===== config.mk =====
export PLATFORM = sky130hd
export DESIGN_NAME = utf8_to_code_point_decoder
export DESIGN_NICKNAME = d
export VERILOG_FILES = /design/src/utf8d_pkg.sv /design/src/utf8_to_code_point_decoder.sv
export SDC_FILE = /design/constraint.sdc
export NUM_CORES = 1
export LEC_CHECK = 0
export ABC_AREA = 1
export BUFFER_PORTS_ARGS = -buffer_cell sky130_fd_sc_hd__buf_2
export CORE_AREA = 2 2 83 93
export CTS_BUF_LIST = sky130_fd_sc_hd__clkbuf_2 sky130_fd_sc_hd__clkbuf_4 sky130_fd_sc_hd__clkbuf_8
export CTS_CLUSTER_DIAMETER = 50
export DETAILED_ROUTE_END_ITERATION = 10
export DIE_AREA = 0 0 85 95
export GPL_ROUTABILITY_DRIVEN = 0
export GPL_TIMING_DRIVEN = 1
export PLACE_DENSITY = 0.77
export SYNTH_ARGS = -nofsm -noshare
export SYNTH_HDL_FRONTEND = slang
export SYNTH_SLANG_ARGS = --single-unit

===== constraint.sdc =====
create_clock -name clock -period 1.83 [get_ports clock]
set_input_delay 0 -clock clock [delete_from_list [all_inputs] [get_ports clock]]
set_output_delay 0 -clock clock [all_outputs]
set_load 0.02 [all_outputs]

===== src/utf8d_pkg.sv =====
package utf8d_pkg;

   localparam int unsigned CODE_POINT_WIDTH = 21;
   localparam int unsigned BYTE_WIDTH       = 8;
   localparam int unsigned BOM_MODE_WIDTH   = 2;

   localparam logic [BOM_MODE_WIDTH-1:0] BOM_NONE     = 2'd0;
   localparam logic [BOM_MODE_WIDTH-1:0] BOM_FEFF     = 2'd1;
   localparam logic [BOM_MODE_WIDTH-1:0] BOM_FFFE     = 2'd2;
   localparam logic [BOM_MODE_WIDTH-1:0] BOM_RESET    = BOM_FEFF;

   localparam logic [CODE_POINT_WIDTH-1:0] CP_REPLACEMENT = 21'h00FFFD;
   localparam logic [CODE_POINT_WIDTH-1:0] CP_MARK_FEFF   = 21'h00FEFF;
   localparam logic [CODE_POINT_WIDTH-1:0] CP_MARK_FFFE   = 21'h00FFFE;
   localparam logic [CODE_POINT_WIDTH-1:0] CP_ASCII_MAX   = 21'h00007F;
   localparam logic [CODE_POINT_WIDTH-1:0] CP_SURR_LOW    = 21'h00D800;
   localparam logic [CODE_POINT_WIDTH-1:0] CP_SURR_HIGH   = 21'h00DFFF;
   localparam logic [CODE_POINT_WIDTH-1:0] CP_MAX         = 21'h10FFFF;

   typedef struct packed {
      logic [CODE_POINT_WIDTH-1:0] code_point;
      logic                        replaced;
      logic                        is_mark;
      logic                        end_of_string;
      logic                        last;
   } result_type;

endpackage


===== src/utf8_to_code_point_decoder.sv =====
// An accepted byte waits in the input register; its results then enter the result buffer.
// Throughput: one byte per cycle while rsp_ready is high; two-result bytes stall the input.
// Rate is set by the two-entry result buffer behind the one-byte input register.
// Reset (synchronous, active high): sequence state cleared, string start set, bom_mode = 1,
// input register and result buffer emptied.
module utf8_to_code_point_decoder (
   input  logic                                        clock,
   input  logic                                        reset,
   input  logic                                        req_valid,
   output logic                                        req_ready,
   input  logic [utf8d_pkg::BYTE_WIDTH-1:0]            req_code_byte,
   output logic                                        rsp_valid,
   input  logic                                        rsp_ready,
   output logic [utf8d_pkg::CODE_POINT_WIDTH-1:0]      rsp_code_point,
   output logic                                        rsp_replaced,
   output logic                                        rsp_is_mark,
   output logic                                        rsp_end_of_string,
   output logic                                        rsp_last,
   input  logic                                        csr_valid,
   output logic                                        csr_ready,
   input  logic [utf8d_pkg::BOM_MODE_WIDTH-1:0]        csr_bom_mode
);

   logic [utf8d_pkg::BOM_MODE_WIDTH-1:0]   bom_mode_ff;
   logic [utf8d_pkg::BYTE_WIDTH-1:0]       byte_ff;
   logic                                   byte_vld_ff;
   logic [utf8d_pkg::CODE_POINT_WIDTH-1:0] partial_ff, partial_in;
   logic [1:0]                             remaining_ff, remaining_in;
   logic                                   at_start_ff, at_start_in;
   utf8d_pkg::result_type                  slot0_ff, slot1_ff;
   logic [1:0]                             count_ff;

   logic                                   pop;
   logic                                   out_free;
   logic                                   process;
   logic                                   is_cont;
   logic                                   cont_path;
   logic                                   pre_en, main_en;
   utf8d_pkg::result_type                  pre_res, main_res;
   logic [utf8d_pkg::CODE_POINT_WIDTH-1:0] shifted;
   logic                                   bad_value;

   assign csr_ready = 1'b1;
   assign pop       = rsp_valid && rsp_ready;
   assign out_free  = (count_ff == 2'd0) || (count_ff == 2'd1 && rsp_ready);
   assign req_ready = !byte_vld_ff || out_free;
   assign process   = byte_vld_ff && out_free;

   assign is_cont   = byte_ff[7:6] == 2'b10;
   assign cont_path = (remaining_ff != 2'd0) && is_cont;
   assign shifted   = {partial_ff[utf8d_pkg::CODE_POINT_WIDTH-7:0], byte_ff[5:0]};
   assign bad_value = (shifted <= utf8d_pkg::CP_ASCII_MAX) ||
                      (shifted >= utf8d_pkg::CP_SURR_LOW && shifted <= utf8d_pkg::CP_SURR_HIGH) ||
                      (shifted > utf8d_pkg::CP_MAX);

   always_comb begin
      pre_en       = 1'b0;
      pre_res      = '0;
      main_en      = 1'b0;
      main_res     = '0;
      partial_in   = partial_ff;
      remaining_in = remaining_ff;
      at_start_in  = 1'b0;

      if (at_start_ff && bom_mode_ff == utf8d_pkg::BOM_FEFF) begin
         pre_en             = 1'b1;
         pre_res.code_point = utf8d_pkg::CP_MARK_FEFF;
         pre_res.is_mark    = 1'b1;
      end else if (at_start_ff && bom_mode_ff == utf8d_pkg::BOM_FFFE) begin
         pre_en             = 1'b1;
         pre_res.code_point = utf8d_pkg::CP_MARK_FFFE;
         pre_res.is_mark    = 1'b1;
      end else if (remaining_ff != 2'd0 && !is_cont) begin
         pre_en             = 1'b1;
         pre_res.code_point = utf8d_pkg::CP_REPLACEMENT;
         pre_res.replaced   = 1'b1;
      end

      if (cont_path) begin
         remaining_in = remaining_ff - 2'd1;
         if (remaining_ff == 2'd1) begin
            main_en    = 1'b1;
            partial_in = '0;
            if (bad_value) begin
               main_res.code_point = utf8d_pkg::CP_REPLACEMENT;
               main_res.replaced   = 1'b1;
            end else begin
               main_res.code_point = shifted;
            end
         end else begin
            partial_in = shifted;
         end
      end else begin
         partial_in   = '0;
         remaining_in = 2'd0;
         if (byte_ff == '0) begin
            main_en                = 1'b1;
            main_res.end_of_string = 1'b1;
            at_start_in            = 1'b1;
         end else if (!byte_ff[7]) begin
            main_en             = 1'b1;
            main_res.code_point = utf8d_pkg::CODE_POINT_WIDTH'(byte_ff);
         end else if (byte_ff[7:5] == 3'b110) begin
            partial_in   = utf8d_pkg::CODE_POINT_WIDTH'(byte_ff[4:0]);
            remaining_in = 2'd1;
         end else if (byte_ff[7:4] == 4'b1110) begin
            partial_in   = utf8d_pkg::CODE_POINT_WIDTH'(byte_ff[3:0]);
            remaining_in = 2'd2;
         end else if (byte_ff[7:3] == 5'b11110) begin
            partial_in   = utf8d_pkg::CODE_POINT_WIDTH'(byte_ff[2:0]);
            remaining_in = 2'd3;
         end else begin
            main_en             = 1'b1;
            main_res.code_point = utf8d_pkg::CP_REPLACEMENT;
            main_res.replaced   = 1'b1;
         end
      end

      pre_res.last  = !main_en;
      main_res.last = 1'b1;
   end

   always_ff @(posedge clock) begin
      if (reset) begin
         bom_mode_ff  <= utf8d_pkg::BOM_RESET;
         byte_vld_ff  <= 1'b0;
         partial_ff   <= '0;
         remaining_ff <= 2'd0;
         at_start_ff  <= 1'b1;
         count_ff     <= 2'd0;
      end else begin
         if (csr_valid && csr_ready) begin
            bom_mode_ff <= csr_bom_mode;
         end
         if (req_ready) begin
            byte_vld_ff <= req_valid;
         end
         if (process) begin
            partial_ff   <= partial_in;
            remaining_ff <= remaining_in;
            at_start_ff  <= at_start_in;
            count_ff     <= {1'b0, pre_en} + {1'b0, main_en};
         end else if (pop) begin
            count_ff <= count_ff - 2'd1;
         end
      end
   end

   always_ff @(posedge clock) begin
      if (req_valid && req_ready) begin
         byte_ff <= req_code_byte;
      end
      if (process) begin
         slot0_ff <= pre_en ? pre_res : main_res;
         slot1_ff <= main_res;
      end else if (pop) begin
         slot0_ff <= slot1_ff;
      end
   end

   assign rsp_valid         = count_ff != 2'd0;
   assign rsp_code_point    = slot0_ff.code_point;
   assign rsp_replaced      = slot0_ff.replaced;
   assign rsp_is_mark       = slot0_ff.is_mark;
   assign rsp_end_of_string = slot0_ff.end_of_string;
   assign rsp_last          = slot0_ff.last;

endmodule


# Word-level counts from Yosys, hierarchy flattened
# Index checks and enable logic that the tools add are counted.
dict set report totals {
  ff_bits 79
  out_inout_bits 28
  elab_cells 98
  inputBits 15
}
dict set report op_classes {
  n_addsub 3
  eq_ne 8
  magnitude_cmp 4
  n_mux 47
  n_reduce_logical 21
}
# op n
set ops {}
lappend ops {{22-bit 2-to-1 mux} 5}
lappend ops {{25-bit 2-to-1 mux} 3}
lappend ops {{21-bit 2-to-1 mux} 3}
lappend ops {{17-bit 2-to-1 mux} 2}
lappend ops {{15-bit 2-to-1 mux} 2}
lappend ops {{21-bit by 16-bit greater-or-equal comparator with 1-bit output (second input constant)} 1}
lappend ops {{21-bit greater-than comparator (second input constant)} 1}
lappend ops {{21-bit by 16-bit less-or-equal comparator with 1-bit output (second input constant)} 1}
lappend ops {{21-bit by 7-bit less-or-equal comparator with 1-bit output (second input constant)} 1}
lappend ops {{1-bit 2-to-1 mux} 18}
lappend ops {{16-bit 2-to-1 mux} 1}
lappend ops {{2-bit 2-to-1 mux} 8}
lappend ops {{5-bit 2-to-1 mux} 3}
lappend ops {{1-bit logical AND} 9}
lappend ops {{8-bit logical NOT} 1}
lappend ops {{2-bit by 1-bit == test with 1-bit output (second input constant)} 3}
lappend ops {{2-bit nonzero test} 3}
lappend ops {{5-bit == test (second input constant)} 1}
lappend ops {{2-bit == test (second input constant)} 2}
lappend ops {{4-bit == test (second input constant)} 1}
lappend ops {{1-bit logical OR} 4}
lappend ops {{4-bit 2-to-1 mux} 1}
lappend ops {{2-bit by 1-bit subtractor with 2-bit output (second input constant)} 2}
lappend ops {{3-bit == test (second input constant)} 1}
lappend ops {{other kinds (4)} 6}

# Longest topological paths before layout
# Gate-level depths: netlist (run 1).
dict set report depth {
  ltp_word 10
  mapped_depth 14
  ltp_nobuf 13
}

# Least setup slack after synthesis (run 1)
# No wires, ideal clock.
dict set report synth_timing {
  kind {register to register}
  from {reg count_ff[0]}
  to {reg slot0_ff, in the netlist rsp_code_point[6], data pin}
  arrival_time_ns 1.695
  path_stages_with_launch 10
  setup_slack_ns -0.120
  synth_period_minus_slack_ns 1.950
  t_required_ns 1.575
  setup_time_ns 0.255
  path_buffers 1
  path_cell_list {dfxtp_1 -> inv_1 -> ha_1 -> inv_1 -> nand2_1 -> nand2_2 -> clkinv_1 -> buf_2 -> o22ai_1 -> inv_1}
}
dict set report synth_via {
  elab_chain_len 5
  word_cells_on_any_way 6
  cone_classes {1 x eq/ne; 1 x mux; 4 x reduce/logical}
}
# item line
set synth_lines {}
lappend synth_lines {{start, declared} utf8_to_code_point_decoder.sv:31} ;# logic [1:0] count_ff;
lappend synth_lines {{start signal, assigned} utf8_to_code_point_decoder.sv:142} ;# count_ff <= {1'b0, pre_en} + {1'b0, main_en};
lappend synth_lines {{start signal, assigned} utf8_to_code_point_decoder.sv:144} ;# count_ff <= count_ff - 2'd1;
lappend synth_lines {{2-bit by 1-bit == test with 1-bit output} utf8_to_code_point_decoder.sv:45} ;# assign out_free = (count_ff == 2'd0) || (count_ff == 2'd1 && rsp_ready);
lappend synth_lines {{1-bit logical AND} utf8_to_code_point_decoder.sv:45}
lappend synth_lines {{1-bit logical OR (*)} utf8_to_code_point_decoder.sv:45}
lappend synth_lines {{1-bit logical AND (*)} utf8_to_code_point_decoder.sv:47} ;# assign process = byte_vld_ff && out_free;
lappend synth_lines {{net process} utf8_to_code_point_decoder.sv:35} ;# logic process;
lappend synth_lines {{25-bit 2-to-1 mux (*)} utf8_to_code_point_decoder.sv:153} ;# if (process) begin
lappend synth_lines {{end signal, assigned} utf8_to_code_point_decoder.sv:154} ;# slot0_ff <= pre_en ? pre_res : main_res;
lappend synth_lines {{end signal, assigned} utf8_to_code_point_decoder.sv:157} ;# slot0_ff <= slot1_ff;
lappend synth_lines {{end, declared} utf8_to_code_point_decoder.sv:30} ;# utf8d_pkg::result_type slot0_ff, slot1_ff;
# The timed path passes the listed nets; every way through them passes the cells marked *.
# A chain may end at the register's enable or synchronous reset.

==> results of run 1 <==
## area by class of cell
| cell class | count | area [sq um] | share of cell area [%] |
|---|---|---|---|
| sequential | 79 | 2140 | 48.7 |
| clock inverter | 7 | 62.6 | 1.42 |
| tap | 87 | 109 | 2.47 |
| multi-input combinational | 234 | 1180 | 26.7 |
| clock buffer | 9 | 124 | 2.81 |
| inverter | 60 | 234 | 5.31 |
| timing repair buffer | 76 | 558 | 12.7 |
## what timing repair did
action                                 in CTS  in global routing
endpoints found under the hold margin      19                  0
hold buffers                               19                  0
setup buffers                               0                  3
resized for setup                           0                 12
setup endpoints to repair                   0                 30
## critical path, delay by kind of cell
family                 cells  cell delay [ps]
AOI/OAI and AO/OA          2              190
buffers and inverters      4             1850
## cells in the mapped netlist
| master | count |
|---|---|
| clkinv_1 | 1 |
| nand3_2 | 1 |
| dfxtp_1 | 23 |
| conb_1 | 1 |
| o21ai_0 | 19 |
| nor2_1 | 24 |
| ha_1 | 5 |
| nand2_1 | 99 |
| clkbuf_1 | 5 |
| nor4_1 | 1 |
| nand4_1 | 1 |
| o21bai_1 | 8 |
| o22ai_1 | 5 |
| a31oi_1 | 2 |
| o211ai_1 | 5 |
| inv_2 | 1 |
| or2_2 | 2 |
| edfxtp_1 | 56 |
| a21oi_1 | 21 |
| o21ai_1 | 3 |
| nand2_2 | 3 |
| inv_1 | 56 |
| buf_4 | 1 |
| clkbuf_8 | 1 |
| nor2_4 | 1 |
| inv_4 | 2 |
| buf_6 | 2 |
| nor2_2 | 2 |
| or2_0 | 1 |
| nand3_1 | 25 |
| nand2_4 | 3 |
| buf_2 | 3 |
| o21ai_2 | 2 |
## through the flow
stage	instances	setup WS, ps	instance area [sq um]	utilization (%)	hold WS (ps)
finish	552	27.6	4410	61.0	32.1
global route	552	-51.5	4410	61.0	56.4
CTS	548	2.43	4330	59.9	25.6
detailed placement	513	5.84	3950	54.6	178
global placement	513	124	3950	54.6	178
floorplan	385	-31.6	3600	-	69.1
## flip-flops by register name, summed over array words and instances, names as in the netlist
register,cells
rsp_replaced,1
rsp_last,1
bom_mode_ff,2
byte_ff,8
byte_vld_ff,1
partial_ff,15
count_ff,2
remaining_ff,2
slot1_ff,23
rsp_end_of_string,1
at_start_ff,1
rsp_code_point,21
rsp_is_mark,1
## cell families after synthesis
kind of cell             synth area share [%]
AO/OA/AOI/OAI                            10.4
flip-flops                               59.6
adder cells (fa/ha/maj)                  1.74
other                                   0.104
AND/OR/NAND/NOR                          19.6
buffers and inverters                    8.56
## power groups by stage
stage	clock network, mW	registers, mW	logic (mW)
2_1_floorplan	0	2.95	0.994
3_3_place_gp	0	2.66	1.81
3_5_place_dp	0	2.68	1.87
4_1_cts	1.26	2.64	1.91
5_1_grt	1.34	2.68	2.22
6_report	1.24	2.64	2.02
## how the worst min path moves through the flow
stage                          start            end  slack, ps  cells past startpoint
floorplan                      reset  partial_ff[5]         70                      1
finish                     rsp_ready    count_ff[1]         30                      4
global route               rsp_ready    count_ff[1]         60                      4
detailed placement  req_code_byte[0]     byte_ff[0]        180                      1
global placement    req_code_byte[4]     byte_ff[4]        180                      1
CTS                        rsp_ready    count_ff[1]         30                      4
## per-layer routing
metal / up-vias / GRT usage (%)
met5: - / 0
met4: 0 / 9.13
met2: 75 / 30.5
met3: 11 / 4.20
li1: 1415 / -
met1: 1318 / 22.5
==> metrics.txt, run 1 <==
status=complete, no violations; Hold Vio Cnt, Final=0; Max FO, Critical Path=1; Setup crit end=bom_mode_ff[1]; pwr/cell area=1340 nW/um^2; RSZ-0062 raised after global routing=yes; most frequent cells in the layout=98 x nand2_1, 56 x edfxtp_1, 54 x inv_1, 41 x buf_2, 24 x nand3_1; Synth Register Bits=79; fraction of layout cells with a size suffix above 1=20.6%; Root Driver=clkbuf_8; CTS max path bufs=2; Reg2Reg Launch Point=remaining_ff[0]; Fill cells=589; Unique masters post-synth=33; gr usage total=18.3%; final net count=480; CTS clk-pin slew, worst paths=80 ps; # Max-Cap Violations=0; clock network fraction of design power=21.1%; Pwr Total=5.90 mW; number of global-route vias before repair=2629; drt first pass iters=4; metal2 WL=3560 microns; Die Y=95 microns; first-pass GRT wire length=11600 microns; htree depth=3; Routed WL=7170 microns; grt ovf=0; sequential share of power=44.7%; cell at the slowest stage of the critical path=dlygate4sd3_1; Gate power share=34.2%; Worst Clk Skew=6.91 ps; Crit. End Element=flop; Die ar.=8080 sq um; largest net degree at the start of global routing=44; hold crit path type=in -> reg; cells along the critical path=dlygate4sd3_1 -> buf_2 -> o21ai_0 -> dlygate4sd3_1 -> a21oi_1 -> dlygate4sd3_1; Fin Setup TNS=0 ps; met1 WL=3090 microns; Register-to-Register Path Depth=12; most common cell after layout, fill and taps aside=nand2_1; Critical Path Max Stage Delay=600 ps; Rows=33; Synth-to-Final Area Change=22.6%; number of antenna violations at the first check in global routing=0; fin. max-slew vios=0; minimum clock period=1800 ps; worst path required time=2070 ps; DR vias/cell=5.11; initial drt markers=223; switching share of power=35.0%; largest area contributor in the synthesized netlist=edfxtp_1; Post-Syn Area=3590 sq um; DP HPWL=4730 microns; Core Region=7230 sq um; CTS buffer count=9; Remaining DRCs=0; I/O pins=43; Peak supply drop=0.000724 V; post-synthesis sequential area ratio=59.6%; r2r setup slk=90 ps; IO Port Bufs=41; Synthesized Nets=405; syn avg cell area=9.34 sq um; Setup-failing EPs final=0; Sw Pwr=2.07 mW; Detail Route Antenna Nets=0; Clock Latency Late Sink=350 ps; chip width=85 microns; Critical Setup Path Class=in -> reg; DR top layer=met4; period utilization=98.5%; clk sinks=79; most frequent CP cell=dlygate4sd3_1; Ant. Diodes=0; wire length on met3=401 microns; CP startpoint=csr_bom_mode[1]; reg2reg end=count_ff[0]; top cells by area, synth=edfxtp_1 47%, dfxtp_1 13%, nand2_1 10%; Worst setup SP type=input pin; Synth Instances=385; P_int=3.83 mW; Yosys top cell area share=46.8%; Data arrival, critical path=2040 ps; via count=2819; CTS tree=built; Synth Warn #=0; fmax=555 MHz; Leak Pwr=1.96 nW; Starting Density=49.7%; wire length per cell=13.0 microns
Power figures use the tool's default switching activity.
==> inputs of run 2 (changes only) <==
- ABC_AREA: 1 -> not set
- PLACE_DENSITY: 0.77 -> 0.78
- REMOVE_ABC_BUFFERS: not set -> 1
==> metrics.txt, run 2 <==
Die Y=95 microns; post-synthesis sequential area ratio=59.2%; Crit. End Element=flop; Worst Clk Skew=8.45 ps; DR vias/cell=6.05; max FFs per register=23; period utilization=105%; Data arrival, critical path=2120 ps; Starting Density=50.1%; RSZ-0062 raised after global routing=yes; first-pass GRT wire length=14100 microns; status=finished with violations; clk sinks=79; final instance area=5110 sq um; Ant. Diodes=0; most common cell after layout, fill and taps aside=buf_4; failing checks=negative setup slack; Post-Syn Area=3620 sq um; Pwr Total=5.68 mW; Critical Setup Path Class=reg -> reg; Clock Latency Late Sink=360 ps; Die ar.=8080 sq um; Fin Setup TNS=-1910 ps; Worst setup SP type=flop; Fill cells=439; wire length per cell=19.3 microns; Setup-failing EPs final=35; Post-synth EDFFs=56; Root Driver=clkbuf_8; I/O pins=43; Routed WL=10300 microns; worst path required time=2020 ps; htree depth=3; fmax=519 MHz; Detail Route Antenna Nets=0; Synth-to-Final Area Change=41.2%; share of synthesized registers carrying an async set or reset=0%; fin. max-slew vios=0; Largest Register=slot1_ff; DP Area=4320 sq um; gr usage total=22.8%; Synth Warn #=0; top cells by area, synth=edfxtp_1 46%, dfxtp_1 13%, a21oi_1 3.9%; number of global-route vias before repair=2950; largest net degree at the start of global routing=30; Post-Layout Cell Count=533; Hold Vio Cnt, Final=0; CTS clk-pin slew, worst paths=80 ps; minimum clock period=1930 ps; grt ovf=0; Max FO, Critical Path=6; initial drt markers=329; Unique masters post-synth=56; Leak Pwr=1.97 nW; Synth Instances=321; Least-Margin Pin Slew=510 ps; Synth Register Bits=79; most frequent cells in the layout=60 x buf_4, 56 x edfxtp_1, 41 x buf_2, 31 x nor2_1, 25 x nand2_1; syn avg cell area=11.3 sq um; Core Region=7230 sq um; # Max-Cap Violations=0; largest area contributor in the synthesized netlist=edfxtp_1; Slew HR=66.0%; chip width=85 microns; CTS tree=built; Peak supply drop=0.000566 V; DP Cell Count=489; via count=3227; hold crit path type=in -> reg; CTS max path bufs=2; Yosys top cell area share=46.5%; DP HPWL=5830 microns; drt first pass iters=6; fraction of layout cells with a size suffix above 1=43.9%; pwr/cell area=1110 nW/um^2; Rows=33; r2r setup slk=-100 ps; CTS buffer count=9; IO Port Bufs=41; number of antenna violations at the first check in global routing=0; Primary FF master, synth=edfxtp_1; Remaining DRCs=0; final net count=461; final core utilization=70.8%; cell with the most instances after synthesis=edfxtp_1; PnR worst setup slack=-96.2 ps; synth cell count leaders=56 x edfxtp_1, 31 x nor2_1, 28 x a21oi_1
## run 2: worst max-delay path: stages (launching register included)
cell and delay, ps:
edfxtp_1 510, buf_6 160, buf_4 120, nand4_1 240
a21oi_4 330, buf_4 150, a21oi_1 40, a31oi_1 220
## run 2: path summary, 6_finish.rpt
check                                     endpoint        start  cells after the start
worst min-delay path                partial_ff[13]        reset                      2
worst min register to register         count_ff[1]  count_ff[1]                      2
worst max-delay path            rsp_code_point[13]   byte_ff[6]                      7
worst max register to register  rsp_code_point[13]   byte_ff[6]                      7
## run 2: report_power, final
group	internal [mW]	switching, mW
logic	0.805	1.12
clock network	0.732	0.638
registers	2.28	0.105
## run 2: per-layer routing
layer / global-route usage (%) / part of all wire, %
met5: 0 / 0
met4: 8.47 / 3.5
met3: 6.12 / 8.2
met2: 38.9 / 50
met1: 27.7 / 38
## run 2: stage by stage
| stage | hold WS [ps] | setup slack (ps) |
|---|---|---|
| floorplan | 69.1 | -774 |
| CTS | 43.3 | -40.5 |
| finish | 81.5 | -96.2 |
| global placement | 177 | -40.5 |
| global route | 79.4 | -206 |
| detailed placement | 178 | -83.2 |
## run 2: repair_timing
action,in CTS,in global routing
gates resized for setup,23,55
hold buffers,13,0
endpoints found under the setup margin,40,55
pin swaps,6,18
setup buffers,8,6
cloned,1,0
hold endpoints to repair,11,0
## run 2: cells by family after synthesis
family / count (synthesis) / synth area share (%)
AOI/OAI and AO/OA: 103 / 19.1
adders and majority gates: 5 / 1.73
buffers and inverters: 32 / 3.73
other: 1 / 0.104
DFF: 79 / 59.2
and+or+nand+nor: 96 / 14.7
xor gates and xnor gates: 1 / 0.242
muxes: 4 / 1.14
## run 2: cell type report
| class | count | area (sq um) | share of cell area (%) |
|---|---|---|---|
| repair buffers | 127 | 958 | 18.7 |
| flip-flops and latches | 79 | 2150 | 42.0 |
| inverters | 14 | 57.6 | 1.13 |
| well taps | 87 | 109 | 2.13 |
| clock buffers | 13 | 166 | 3.26 |
| clock inverters | 3 | 41.3 | 0.808 |
| multi-input cells | 210 | 1630 | 31.9 |
